--- src/hw/rtl/ptls_pkg.sv ---
// Package for the pan/tilt search generator: constants, opcodes and types.
// Used by the generator top level and the multiplier.
`default_nettype none
package ptls_pkg;
  localparam int unsigned ScanWrap = 655360;
  localparam int unsigned DtMaxUs = 50000;
  localparam int unsigned LocalUs = 1000000;
  localparam int unsigned TimeMax = 2097151;
  localparam int unsigned PanRateQ20 = 17499;
  localparam int unsigned DriftRateQ20 = 6562;
  localparam int GlobalPanAmp = 11520;
  localparam int GlobalTiltAmp = 6400;
  localparam int GlobalTiltCentre = -1280;

  // reciprocal multipliers: floor(x*17/10) = (x*M) >> 27,
  // floor(x/625) = (x*M) >> 32, floor(x/15625) = (x*M) >> 40
  localparam int unsigned Mul17Div10Q27 = 228170141;
  localparam int unsigned Recip625Q32 = 6871948;
  localparam int unsigned Recip15625Q40 = 70368745;

  localparam logic [2:0] RegPanMin = 3'd0;
  localparam logic [2:0] RegPanMax = 3'd1;
  localparam logic [2:0] RegTiltMin = 3'd2;
  localparam logic [2:0] RegTiltMax = 3'd3;
  localparam logic [2:0] RegSlew = 3'd4;
  localparam logic [2:0] RegSeen = 3'd5;
  localparam logic [2:0] RegLost = 3'd6;
  localparam logic [2:0] RegEdge = 3'd7;

  // shared multiplier request: unsigned a*b
  typedef struct packed {
    logic [31:0] a;
    logic [31:0] b;
  } mul_req_t;
endpackage
`default_nettype wire

--- src/hw/rtl/pan_tilt_lissajous_search.sv ---
// Pan/tilt Lissajous ball-search generator, top level.
// Depends on ptls_pkg and ptls_mul.
//
// Usage: one input word per servo tick on the in channel (valid/ready),
// one result word per input on the out channel (valid/ready).
// Configuration registers are written through cfg_we_i/cfg_idx_i/cfg_data_i
// while the block is idle; the user must keep to this, the block does not enforce it.
// Each word runs through a sequencer that uses one shared registered
// multiplier for every product (phase steps, tilt phase, sine polynomial,
// cube, scaling, local amplitudes); a search word passes through every
// multiply state before its result is valid, a found word goes from the
// decision straight to the result. A new word is accepted only once the
// previous result has been taken, so words never overlap in the block.
// Reset clears all search state and restores register defaults; the first
// word after reset takes its measured angles as centre.
// While the receiver stalls the result is held and in_ready_o stays low.
`default_nettype none
module pan_tilt_lissajous_search
  import ptls_pkg::*;
#(
  parameter int SINE_TABLE_DEPTH = 256,
  parameter int COUNT_WIDTH = 8
) (
  input  wire logic               clk_i,
  input  wire logic               rst_ni,
  input  wire logic               cfg_we_i,
  input  wire logic [2:0]         cfg_idx_i,
  input  wire logic [15:0]        cfg_data_i,
  input  wire logic               in_valid_i,
  output logic                    in_ready_o,
  input  wire logic               detected_i,
  input  wire logic [19:0]        elapsed_us_i,
  input  wire logic signed [15:0] measured_pan_i,
  input  wire logic signed [15:0] measured_tilt_i,
  output logic                    out_valid_o,
  input  wire logic               out_ready_i,
  output logic                    found_o,
  output logic signed [15:0]      pan_cmd_o,
  output logic signed [15:0]      tilt_cmd_o,
  output logic signed [1:0]       chassis_turn_o
);
  localparam int TabBits = $clog2(SINE_TABLE_DEPTH);
  localparam logic [COUNT_WIDTH-1:0] CountMax = '1;

  typedef enum logic [5:0] {
    S_IDLE, S_DECIDE, S_DP, S_DD, S_DPW, S_DDW, S_TP, S_TPW,
    S_SIN, S_Z2, S_Z2W, S_T1, S_T1W, S_T2, S_T2W, S_S, S_SW,
    S_CU1, S_CU1W, S_CU2, S_CU2W, S_AP, S_APW, S_AT, S_ATW,
    S_SC, S_SCW, S_FIN, S_UPD, S_OUT
  } state_e;

  state_e state_q;
  logic [15:0] pan_min_q, pan_max_q, tilt_min_q, tilt_max_q;
  logic [14:0] slew_q, edge_q;
  logic [7:0] seen_thr_q, lost_thr_q;
  logic started_q;
  logic signed [15:0] cpan_q, ctilt_q, lpan_q, ltilt_q;
  logic [19:0] scan_q;
  logic [15:0] drift_q;
  logic [COUNT_WIDTH-1:0] seen_q, miss_q;
  logic [20:0] since_seen_q, since_step_q;
  logic [15:0] dt_q;
  logic [15:0] tph_q;
  logic sel_q;                  // 0 pan sine, 1 tilt sine
  logic [15:0] z_q, z2_q, t_q, sp_q, st_q, amp_p_q, amp_t_q;
  logic negp_q, negt_q;
  logic [15:0] cube_q;
  logic signed [17:0] pan_t_q, tilt_t_q;
  logic local_q;
  logic out_valid_q, found_q;
  logic signed [15:0] pan_o_q, tilt_o_q;
  logic signed [1:0] turn_q;
  logic [20:0] ustmp_q;
  logic [1:0] quad_q;
  logic [15:0] mpan_q, mtilt_q;
  logic [19:0] el_q;
  logic det_q;

  mul_req_t req;
  logic [63:0] prod;
  ptls_mul u_mul (.clk_i(clk_i), .req_i(req), .prod_o(prod));

  // sine prep from phase
  logic [15:0] sph;
  logic [TabBits-1:0] sidx;
  logic [15:0] sa;
  logic [13:0] sr;
  logic [14:0] srr;
  always_comb begin
    sph = sel_q ? tph_q : scan_q[15:0];
    sidx = sph[15 -: TabBits];
    sa = 16'({sidx, {(16 - TabBits){1'b0}}});
    sr = sa[13:0];
    srr = sa[14] ? 15'(15'd16384 - 15'(sr)) : 15'(sr);
  end

  always_comb begin
    req = '0;
    case (state_q)
      S_DP:   req = '{a: 32'(dt_q), b: 32'(PanRateQ20)};
      S_DD:   req = '{a: 32'(dt_q), b: 32'(DriftRateQ20)};
      S_TP:   req = '{a: 32'(scan_q), b: 32'(Mul17Div10Q27)};
      S_Z2:   req = '{a: 32'(z_q), b: 32'(z_q)};
      S_T1:   req = '{a: 32'(z2_q), b: 32'd2611};
      S_T2:   req = '{a: 32'(z2_q), b: 32'(t_q)};
      S_S:    req = '{a: 32'(z_q), b: 32'(t_q)};
      S_CU1:  req = '{a: 32'(sp_q), b: 32'(sp_q)};
      S_CU2:  req = '{a: 32'(cube_q), b: 32'(sp_q)};
      S_AP:   req = '{a: 32'({ustmp_q, 2'b00}), b: 32'(Recip625Q32)};
      S_AT:   req = '{a: 32'({ustmp_q, 6'b000000}), b: 32'(Recip15625Q40)};
      S_SC:   req = '{a: 32'(amp_p_q), b: 32'(cube_q)};
      S_SCW:  req = '{a: 32'(amp_t_q), b: 32'(st_q)};
      default: req = '0;
    endcase
  end

  logic [20:0] sat_ss, sat_ss2;
  logic [21:0] tmp22a, tmp22b;
  logic [COUNT_WIDTH-1:0] seen_n, miss_n;
  logic [19:0] el_e;
  logic [63:0] prod_rnd;
  logic [20:0] scan_sum;
  logic [19:0] scan_n;
  logic [15:0] drift_n;
  logic [16:0] amp_p_sum, amp_t_sum;
  logic signed [17:0] pc, tc, pdiff, tdiff, pnew, tnew;
  logic signed [17:0] stp;
  logic [15:0] mag;
  always_comb begin
    el_e = started_q ? el_q : 20'd0;
    seen_n = det_q ? ((seen_q < CountMax) ? seen_q + 1'b1 : seen_q) : '0;
    miss_n = det_q ? '0 : ((miss_q < CountMax) ? miss_q + 1'b1 : miss_q);
    tmp22a = 22'(started_q ? since_seen_q : 21'd0) + 22'(el_e);
    sat_ss = det_q ? 21'd0 : ((tmp22a > 22'(TimeMax)) ? 21'(TimeMax) : tmp22a[20:0]);
    tmp22b = 22'(started_q ? since_step_q : 21'd0) + 22'(el_e);
    sat_ss2 = (tmp22b > 22'(TimeMax)) ? 21'(TimeMax) : tmp22b[20:0];
    // phase steps: (dt*rate + 2^19) >> 20
    prod_rnd = prod + 64'd524288;
    scan_sum = 21'(scan_q) + prod_rnd[40:20];
    scan_n = (scan_sum >= 21'(ScanWrap)) ? 20'(scan_sum - 21'(ScanWrap)) : scan_sum[19:0];
    drift_n = drift_q + prod_rnd[35:20];
    amp_p_sum = 17'd2560 + 17'(prod[47:32]);
    amp_t_sum = 17'd2048 + 17'(prod[55:40]);
    pc = pan_t_q;
    if (pc < 18'(signed'(pan_min_q))) pc = 18'(signed'(pan_min_q));
    if (pc > 18'(signed'(pan_max_q))) pc = 18'(signed'(pan_max_q));
    tc = tilt_t_q;
    if (tc < 18'(signed'(tilt_min_q))) tc = 18'(signed'(tilt_min_q));
    if (tc > 18'(signed'(tilt_max_q))) tc = 18'(signed'(tilt_max_q));
    stp = 18'(slew_q);
    pdiff = pc - 18'(lpan_q);
    if (pdiff > stp) pdiff = stp;
    if (pdiff < -stp) pdiff = -stp;
    tdiff = tc - 18'(ltilt_q);
    if (tdiff > stp) tdiff = stp;
    if (tdiff < -stp) tdiff = -stp;
    pnew = 18'(lpan_q) + pdiff;
    tnew = 18'(ltilt_q) + tdiff;
    mag = pnew[17] ? 16'(-pnew) : 16'(pnew);
  end

  logic [31:0] scaled;
  logic signed [17:0] samp;
  always_comb begin
    scaled = 32'((prod[47:0] + 48'd16384) >> 15);
    samp = 18'(scaled[16:0]);
  end

  always_ff @(posedge clk_i or negedge rst_ni) begin
    if (!rst_ni) begin
      state_q <= S_IDLE;
      pan_min_q <= 16'hCE00; pan_max_q <= 16'd12800;
      tilt_min_q <= 16'hEC00; tilt_max_q <= 16'd21760;
      slew_q <= 15'd1536; seen_thr_q <= 8'd2; lost_thr_q <= 8'd5;
      edge_q <= 15'd10240;
      started_q <= 1'b0;
      cpan_q <= '0; ctilt_q <= '0; lpan_q <= '0; ltilt_q <= '0;
      scan_q <= '0; drift_q <= '0; seen_q <= '0; miss_q <= '0;
      since_seen_q <= '0; since_step_q <= '0;
      dt_q <= '0; tph_q <= '0; sel_q <= 1'b0;
      z_q <= '0; z2_q <= '0; t_q <= '0; sp_q <= '0; st_q <= '0;
      amp_p_q <= '0; amp_t_q <= '0; negp_q <= 1'b0; negt_q <= 1'b0;
      cube_q <= '0; pan_t_q <= '0; tilt_t_q <= '0; local_q <= 1'b0;
      out_valid_q <= 1'b0; found_q <= 1'b0;
      pan_o_q <= '0; tilt_o_q <= '0; turn_q <= '0;
      ustmp_q <= '0; quad_q <= '0;
      mpan_q <= '0; mtilt_q <= '0; el_q <= '0; det_q <= 1'b0;
    end else begin
      if (cfg_we_i) begin
        case (cfg_idx_i)
          RegPanMin:  pan_min_q <= cfg_data_i;
          RegPanMax:  pan_max_q <= cfg_data_i;
          RegTiltMin: tilt_min_q <= cfg_data_i;
          RegTiltMax: tilt_max_q <= cfg_data_i;
          RegSlew:    slew_q <= cfg_data_i[14:0];
          RegSeen:    seen_thr_q <= cfg_data_i[7:0];
          RegLost:    lost_thr_q <= cfg_data_i[7:0];
          RegEdge:    edge_q <= cfg_data_i[14:0];
          default:    ;
        endcase
      end
      case (state_q)
        S_IDLE: if (in_valid_i) begin
          det_q <= detected_i; el_q <= elapsed_us_i;
          mpan_q <= measured_pan_i; mtilt_q <= measured_tilt_i;
          state_q <= S_DECIDE;
        end
        S_DECIDE: begin
          started_q <= 1'b1;
          seen_q <= seen_n; miss_q <= miss_n; since_seen_q <= sat_ss;
          if (32'(seen_n) >= 32'(seen_thr_q)) begin
            since_step_q <= sat_ss2;
            cpan_q <= mpan_q; lpan_q <= mpan_q;
            ctilt_q <= mtilt_q; ltilt_q <= mtilt_q;
            drift_q <= '0;
            found_q <= 1'b1; pan_o_q <= mpan_q; tilt_o_q <= mtilt_q;
            turn_q <= '0; out_valid_q <= 1'b1;
            state_q <= S_OUT;
          end else begin
            if (!started_q) begin
              cpan_q <= mpan_q; lpan_q <= mpan_q;
              ctilt_q <= mtilt_q; ltilt_q <= mtilt_q;
            end
            since_step_q <= '0;
            dt_q <= (sat_ss2 > 21'(DtMaxUs)) ? 16'(DtMaxUs) : sat_ss2[15:0];
            local_q <= sat_ss < 21'(LocalUs);
            ustmp_q <= sat_ss;
            state_q <= S_DP;
          end
        end
        // product of S_DP appears in S_DD, of S_DD in S_DPW
        S_DP:  state_q <= S_DD;
        S_DD: begin
          scan_q <= scan_n;
          state_q <= S_DPW;
        end
        S_DPW: begin
          drift_q <= drift_n;
          state_q <= S_DDW;
        end
        S_DDW: state_q <= S_TP;
        S_TP:  state_q <= S_TPW;
        S_TPW: begin
          tph_q <= prod[42:27] + drift_q;
          sel_q <= 1'b0; state_q <= S_SIN;
        end
        S_SIN: begin
          z_q <= 16'({srr, 1'b0}); quad_q <= sa[15:14]; state_q <= S_Z2;
        end
        S_Z2:  state_q <= S_Z2W;
        S_Z2W: begin z2_q <= 16'(prod >> 15); state_q <= S_T1; end
        S_T1:  state_q <= S_T1W;
        S_T1W: begin t_q <= 16'(64'd21167 - (prod >> 15)); state_q <= S_T2; end
        S_T2:  state_q <= S_T2W;
        S_T2W: begin t_q <= 16'(64'd51472 - (prod >> 15)); state_q <= S_S; end
        S_S:   state_q <= S_SW;
        S_SW: begin
          if (!sel_q) begin
            sp_q <= ((prod >> 15) > 64'd32767) ? 16'd32767 : 16'(prod >> 15);
            negp_q <= quad_q[1];
            sel_q <= 1'b1; state_q <= S_SIN;
          end else begin
            st_q <= ((prod >> 15) > 64'd32767) ? 16'd32767 : 16'(prod >> 15);
            negt_q <= quad_q[1];
            state_q <= S_CU1;
          end
        end
        S_CU1:  state_q <= S_CU1W;
        S_CU1W: begin cube_q <= 16'((prod + 64'd16384) >> 15); state_q <= S_CU2; end
        S_CU2:  state_q <= S_CU2W;
        S_CU2W: begin cube_q <= 16'((prod + 64'd16384) >> 15); state_q <= S_AP; end
        S_AP:   state_q <= S_APW;
        S_APW: begin
          amp_p_q <= (!local_q || amp_p_sum > 17'(GlobalPanAmp))
                     ? 16'(GlobalPanAmp) : amp_p_sum[15:0];
          state_q <= S_AT;
        end
        S_AT:   state_q <= S_ATW;
        S_ATW: begin
          amp_t_q <= (!local_q || amp_t_sum > 17'(GlobalTiltAmp))
                     ? 16'(GlobalTiltAmp) : amp_t_sum[15:0];
          state_q <= S_SC;
        end
        S_SC:   state_q <= S_SCW;
        S_SCW: begin
          pan_t_q <= (local_q ? 18'(cpan_q) : 18'sd0) + (negp_q ? -samp : samp);
          state_q <= S_FIN;
        end
        S_FIN: begin
          tilt_t_q <= (local_q ? 18'(ctilt_q) : 18'(GlobalTiltCentre))
                      + (negt_q ? -samp : samp);
          found_q <= 1'b0;
          state_q <= S_UPD;
        end
        S_UPD: begin
          lpan_q <= 16'(pnew); ltilt_q <= 16'(tnew);
          pan_o_q <= 16'(pnew); tilt_o_q <= 16'(tnew);
          turn_q <= (32'(mag) > 32'(edge_q) && 32'(miss_q) >= 32'(lost_thr_q))
                    ? (pnew > 0 ? 2'sd1 : -2'sd1) : 2'sd0;
          out_valid_q <= 1'b1;
          state_q <= S_OUT;
        end
        S_OUT: begin
          if (out_ready_i) begin
            out_valid_q <= 1'b0; state_q <= S_IDLE;
          end
        end
        default: state_q <= S_IDLE;
      endcase
    end
  end

  assign in_ready_o = (state_q == S_IDLE);
  assign out_valid_o = out_valid_q;
  assign found_o = found_q;
  assign pan_cmd_o = pan_o_q;
  assign tilt_cmd_o = tilt_o_q;
  assign chassis_turn_o = turn_q;
endmodule
`default_nettype wire

--- src/hw/rtl/ptls_mul.sv ---
// Shared registered 32x32 unsigned multiplier for the search generator.
// Depends on ptls_pkg.
`default_nettype none
module ptls_mul
  import ptls_pkg::*;
(
  input  wire logic     clk_i,
  input  wire mul_req_t req_i,
  output logic [63:0]   prod_o
);
  logic [63:0] prod_q;
  always_ff @(posedge clk_i) begin
    prod_q <= 64'(req_i.a) * 64'(req_i.b);
  end
  assign prod_o = prod_q;
endmodule
`default_nettype wire

--- config.mk ---
export PLATFORM = sky130hd
export DESIGN_NAME = pan_tilt_lissajous_search
export DESIGN_NICKNAME = d
export VERILOG_FILES = /design/src/hw/rtl/ptls_pkg.sv /design/src/hw/rtl/pan_tilt_lissajous_search.sv /design/src/hw/rtl/ptls_mul.sv
export SDC_FILE = /design/constraint.sdc
export NUM_CORES = 2
export LEC_CHECK = 0
export ABC_AREA = 1
export BUFFER_PORTS_ARGS = -buffer_cell sky130_fd_sc_hd__buf_2
export CAP_MARGIN = 20
export CORE_MARGIN = 2
export CORE_UTILIZATION = 59
export CTS_CLUSTER_DIAMETER = 50
export CTS_CLUSTER_SIZE = 28
export DETAILED_ROUTE_END_ITERATION = 10
export PLACE_DENSITY_LB_ADDON = 0.08
export SYNTH_ARGS = -nofsm -noshare
export SYNTH_HDL_FRONTEND = slang
export SYNTH_SLANG_ARGS = --single-unit
--- constraint.sdc ---
create_clock -name clk_i -period 12.3 [get_ports clk_i]
set_input_delay 2.46 -clock clk_i [delete_from_list [all_inputs] [get_ports clk_i]]
set_output_delay 2.46 -clock clk_i [all_outputs]
set_load 0.01 [all_outputs]
Word-level counts from Yosys, hierarchy flattened:

Index checks and enable logic that the tools add are counted.

* register bits: 645
* bits of input ports: 77

* $add $sub $neg: 25
* $mul: 1
* magnitude comparators: 22
* equality and inequality tests: 41
* multiplexer cells: 59
* bitwise operators: 2
* reductions and logical operators: 34

Operators by type and width (count)
* case mux 59 bit (13 select lines): 1
* two-way mux 16 bit: 14
* two-way mux 18 bit: 11
* case mux 16 bit (2 select lines): 6
* case mux 6 bit (30 select lines): 1
* two-way mux 21 bit: 6
* equality test 6 x 5 -> 1 bit (second input constant): 14
* > comparator 18 x 16 -> 1 bit: 4
* multiplier 27 x 32 -> 59 bit: 1
* adder 16 bit: 3
* equality test 6 x 4 -> 1 bit (second input constant): 8
* adder 21 x 20 -> 22 bit: 2
* > comparator 22 x 21 -> 1 bit (second input constant): 2
* > comparator 44 x 15 -> 1 bit (second input constant): 1
* adder 41 x 20 -> 41 bit (second input constant): 1
* two-way mux 20 bit: 2
* AND reduction 2 bit: 19
* adder 18 bit: 2
* < comparator 18 x 16 -> 1 bit: 2
* < comparator 18 bit: 2
* subtractor 18 x 16 -> 18 bit: 2
* adder 12 x 16 -> 17 bit (first input constant): 2
* adder 32 x 15 -> 32 bit (second input constant): 1
* two-way mux 8 bit: 4
* 47 further kinds: 73

Longest topological paths before layout:

* depth in word-level cells: 16
* depth in mapped cells: 94
* mapped depth without buffers: 90

By module:

From an unflattened synthesis, not the netlist that was laid out.

* cells, all modules: 10684
* area, all modules: 78683.0 µm²

By module, submodules not included
* pan_tilt_lissajous_search: instances 1, cells each 5673, area an instance 41377.2 µm², seq. area each 14243.7 µm²
* ptls_mul: instances 1, cells each 5011, area an instance 37305.8 µm², seq. area each 1281.2 µm²

Least setup slack after synthesis:

No wires, ideal clock.

* path type: reg-to-reg
* start: register pan_min_q[15]
* end: register turn_q[1] (netlist: chassis_turn_o[1])
* library setup time: 0.117 ns
* arrival time: 11.713 ns
* required time: 12.183 ns
* path slack: 0.470 ns
* stages on the path, launching flop included: 88
* buffers on the path: 5
* clock period less this slack: 11.830 ns
* path through: dfstp_2 -> inv_1 -> ha_1 -> nand2_1 -> nor3_1 -> nand4_1 -> nand3_1 -> xor2_1 -> clkbuf_1 -> nand2_1 -> o21ai_0 -> inv_1 -> ha_1 -> a21oi_1 -> nor2_1 -> nor2_1 -> nand2_1 -> nor2_1 -> (+52 left out) -> a21boi_1 -> o21ai_1 -> a21boi_1 -> o21ai_1 -> xnor2_1 -> nand2_1 -> nor4_1 -> nor2_2 -> xor2_1 -> inv_1 -> ha_1 -> nand2_1 -> nor4_1 -> nand4_1 -> o21bai_1 -> nand2_1 -> nand3_1 -> nand2_1

* cells in the longest elaborated chain, start to end: 16

RTL lines
* start: declaration: line pan_tilt_lissajous_search.sv:53 `logic [15:0] pan_min_q, pan_max_q, tilt_min_q, tilt_max_q;`
* start signal: assignment: line pan_tilt_lissajous_search.sv:191 `RegPanMin: pan_min_q <= cfg_data_i;`
* < comparator 18 x 16 -> 1 bit: line pan_tilt_lissajous_search.sv:145 `if (pc < 18'(signed'(pan_min_q))) pc = 18'(signed'(pan_min_q));`
* two-way mux 18 bit (*): line pan_tilt_lissajous_search.sv:145
* > comparator 18 x 16 -> 1 bit: line pan_tilt_lissajous_search.sv:146 `if (pc > 18'(signed'(pan_max_q))) pc = 18'(signed'(pan_max_q));`
* two-way mux 18 bit (*): line pan_tilt_lissajous_search.sv:146
* subtractor 18 x 16 -> 18 bit (*): line pan_tilt_lissajous_search.sv:151 `pdiff = pc - 18'(lpan_q);`
* > comparator 18 x 16 -> 1 bit: line pan_tilt_lissajous_search.sv:152 `if (pdiff > stp) pdiff = stp;`
* two-way mux 18 bit (*): line pan_tilt_lissajous_search.sv:152
* < comparator 18 bit: line pan_tilt_lissajous_search.sv:153 `if (pdiff < -stp) pdiff = -stp;`
* two-way mux 18 bit (*): line pan_tilt_lissajous_search.sv:153
* adder 16 x 18 -> 18 bit (*): line pan_tilt_lissajous_search.sv:157 `pnew = 18'(lpan_q) + pdiff;`
* negation 16 bit: line pan_tilt_lissajous_search.sv:159 `mag = pnew[17] ? 16'(-pnew) : 16'(pnew);`
* two-way mux 16 bit: line pan_tilt_lissajous_search.sv:159
* > comparator 16 x 15 -> 1 bit: line pan_tilt_lissajous_search.sv:298 `turn_q <= (32'(mag) > 32'(edge_q) && 32'(miss_q) >= 32'(lost_thr_q))`
* logical AND 1 bit: line pan_tilt_lissajous_search.sv:298
* two-way mux 2 bit (*): line pan_tilt_lissajous_search.sv:299 `? (pnew > 0 ? 2'sd1 : -2'sd1) : 2'sd0;`
* case mux 2 bit (2 select lines) (*): line pan_tilt_lissajous_search.sv:202 `case (state_q)`
* end signal: assignment: line pan_tilt_lissajous_search.sv:298
* end: declaration: line pan_tilt_lissajous_search.sv:72 `logic signed [1:0] turn_q;`

Mark *: on every way between the ends. The rest lies on a longest branch, timed or not.
A chain may end at the register's enable or synchronous reset.

Final worst setup path:

Ends and elaborated chain as after synthesis.

==> out/results.tsv <==
stage	metric	value	unit
placed_design	port bufs	113	
setup_path	Worst Path Required	12900	ps
routing	length of the first detailed-routing pass in iterations	6	
placed_design	hpwl dp	176000	um
setup_path	critical path endpoint category	flip-flop	
synth	synthesized area	63800	um2
sta	Max Fclk	84.8	MHz
finish	Layout area overhead	10.7	%
finish	Cell Count, Final, Fillers Out	9886	
finish	area of the multi-input gates	43100	um2
sta	max-slew violations	0	
setup_path	slowest stage delay, CP	560	ps
setup_path	delay-heaviest family, CP	simple AND/OR/NAND/NOR gates	
routing	DRT Wirelength	217000	um
clock_network	root buf cell	clkbuf_16	
clock_network	Reg clk slew, reported paths	70	ps
setup_path	Reg2Reg Setup Slack	500	ps
routing	met2 routed WL	92100	um
routing	top sig layer	met5	
clock_network	cts bufs inserted	58	
global_route	GR Overflow Total	0	
synth	Post-synth EDFFs	0	
synth	count of cell types in the netlist	80	
floorplanning	die height	333	um
finish	final instance area	70600	um2
setup_path	WP data arrival	12400	ps
routing	1st-iter DRT viols	6003	
finish	share of layout cells above drive strength 1	9.88	%
finish	Reg area	15100	um2
global_route	largest net degree at the start of global routing	166	
placed_design	Inst Count DP	9733	
routing	DR vias	57300	
synth	synthesized area per cell	7.79	um2
routing	met1 wire length	93300	um
setup_path	Setup crit start kind	flip-flop	
sta	WHS	481	ps
sta	fin crit share	95.9	%
run_status	status	finished, final reports clean	
global_route	vias in the first global route	55300	
sta	Period minus WS final	11800	ps
global_route	GRT Resource Usage Total	39.1	%
sta	final hold violation count	0	
floorplanning	# IOs	114	
floorplanning	Placeable Area	107000	um2
sta	relative slew slack	18.6	%
finish	Final nets	9723	
placed_design	Placer Congestion	1.03	
synth	Synth Flop Type	dfrtp_1	
sta	Finish-stage setup viols	0	
synth	ys async rst share	92.8	%
routing	Post-DRT Antenna Nets	0	
sta	skew final	32.7	ps
synth	#FFs+latches synth	612	
floorplanning	Initial Util	59.5	%
setup_path	Crit Path Max Fanout	15	
routing	Vias/cell	5.80	
setup_path	Critical-path top delay cell	dfstp_2	
setup_path	most used cell, CP	nand2_1	
min_path	worst min path class	flip-flop to flip-flop	
finish	commonest non-fill, non-tap cell in the layout	nand2_1	
job	max_cap viols	0	
global_route	first-pass GRT wire length	330000	um
setup_path	CP Buf/Inv Count	16	
routing	DRC violations left	0	
floorplanning	FP Rows	120	
clock_network	Worst-Skew Late Latency	680	ps
clock_network	# hold bufs at CTS	0	
floorplanning	Die Span X	333	um
routing	WL met3	25600	um
routing	drt wl/cell	22.0	um
sta	Worst-Margin Slew	1210	ps
placed_design	DP Area	67100	um2
setup_path	critical path class	flip-flop to flip-flop	
synth	Post-Synthesis Cells	8183	
global_route	initial antenna violation count	12	
finish	Fillers	9463	
synth	Seq/Total Area, Yosys	23.7	%
clock_network	H-tree levels	2	
finish	commonest non-fill, non-tap cells in the layout	nand2_1 (1733), inv_1 (1525), o21ai_0 (715)	
floorplanning	die area	111000	um2
clock_network	clk buf depth	3	
synth	Synthesis Warnings	0	
clock_network	TritonCTS clock tree	done	
clock_network	clock sink count	612	
## Yosys cell counts, drive strengths merged (16+ instances only)
| library cell | number | share of area, % |
|---|---|---|
| nand2 | 1782 | 11 |
| inv | 1559 | 9.2 |
| o21ai | 819 | 6.6 |
| ha | 638 | 13 |
| fa | 579 | 18 |
| nor2 | 570 | 3.6 |
| dfrtp | 544 | 21 |
| a21oi | 418 | 3.3 |
| nand3 | 217 | 1.8 |
| clkbuf | 200 | 1.2 |
| xor2 | 188 | 2.6 |
| nor3 | 75 | 0.66 |
| xnor2 | 66 | 0.92 |
| nand4 | 52 | 0.52 |
| dfxtp | 44 | 1.4 |
| nor4 | 40 | 0.44 |
| o22ai | 37 | 0.36 |
| buf | 29 | 0.26 |
| o31ai | 27 | 0.32 |
| or2 | 26 | 0.26 |
| a221oi | 24 | 0.33 |
| a31oi | 24 | 0.24 |
| dfstp | 24 | 0.99 |
| mux2 | 21 | 0.37 |
| o21a | 19 | 0.22 |
| a211oi | 17 | 0.21 |
| o21bai | 16 | 0.19 |
## logic make-up (layout without fill, tap and decap cells)
group	after synthesis	after routing	share of synthesized area (%)
simple gates	2787	2791	18.1
fa+ha+maj	1217	1217	30.7
flops	612	612	23.7
other cells	2	69	0.0118
mux	21	21	0.371
compound gates	1490	1490	12.9
xor+xnor	254	254	3.55
buf+inv	1800	2029	10.7
## flip-flops by register name, summed over array words and instances, names as in the netlist, 18 cells and up
| register | cells |
|---|---|
| pan_t_q | 18 |
| u_mul.prod_o | 44 |
| ustmp_q | 21 |
| since_step_q | 21 |
| tilt_t_q | 18 |
| since_seen_q | 21 |
| scan_q | 20 |
| el_q | 20 |
## worst paths after layout
kind | from | end | cells past startpoint
setup / recovery | pan_min_q[15]$_DFFE_PN1P_ | chassis_turn_o[1]$_DFFE_PN0P_ | 84
hold / removal | pan_cmd_o[1]$_DFFE_PN0P_ | pan_cmd_o[1]$_DFFE_PN0P_ | 2
setup reg to reg | pan_min_q[15]$_DFFE_PN1P_ | chassis_turn_o[1]$_DFFE_PN0P_ | 84
hold reg to reg | pan_cmd_o[1]$_DFFE_PN0P_ | pan_cmd_o[1]$_DFFE_PN0P_ | 2
max in group asynchronous | rst_ni | started_q$_DFFE_PN0P_ | 3
min in group asynchronous | rst_ni | ltilt_q[9]$_DFFE_PN0P_ | 1
## final cells by class
cell class | count | share of cell area, %
Tap cell | 1403 | 2.49
Clock inverter | 47 | 0.964
Timing Repair Buffer | 349 | 3.58
Antenna cell | 5 | 0.0177
Sequential cell | 612 | 21.4
Multi-Input combinational cell | 5837 | 61.0
Clock buffer | 62 | 2.12
Inverter | 1571 | 8.38
## stage by stage
step	utilization (%)	worst slack (ps)	TNS [ps]
after floorplan	-	470	0
after global placement	62.5	133	0
after detailed placement	62.5	-177	-314
after CTS	64.6	57.3	0
after global routing	65.8	-165	-326
final	65.8	503	0
## what timing repair did
action                                  4_1_cts  5_1_grt
resized for setup                             5      250
pin swaps                                     0       79
buffers inserted                              0       27
endpoints found under the setup margin        2       29
cloned                                        0        7
## metal layers
metal	vias up	global-route usage, %
li1	26400	-
met1	27900	57.5
met2	2674	57.4
met3	386	9.98
met4	10	10.0
met5	-	0
## worst reg2reg max path, delay by kind of cell (launching register included)
family | cells | cell delay, ps
XOR/XNOR | 4 | 750
AND/OR/NAND/NOR | 38 | 3960
buffers and inverters | 16 | 1850
AO/OA/AOI/OAI | 19 | 2570
adder cells (fa/ha/maj) | 7 | 2030
flip-flops | 1 | 560
Power is left out: the tool's default activity adds up to more than one toggle a clock period on the data nets, which glitch-free logic cannot reach.
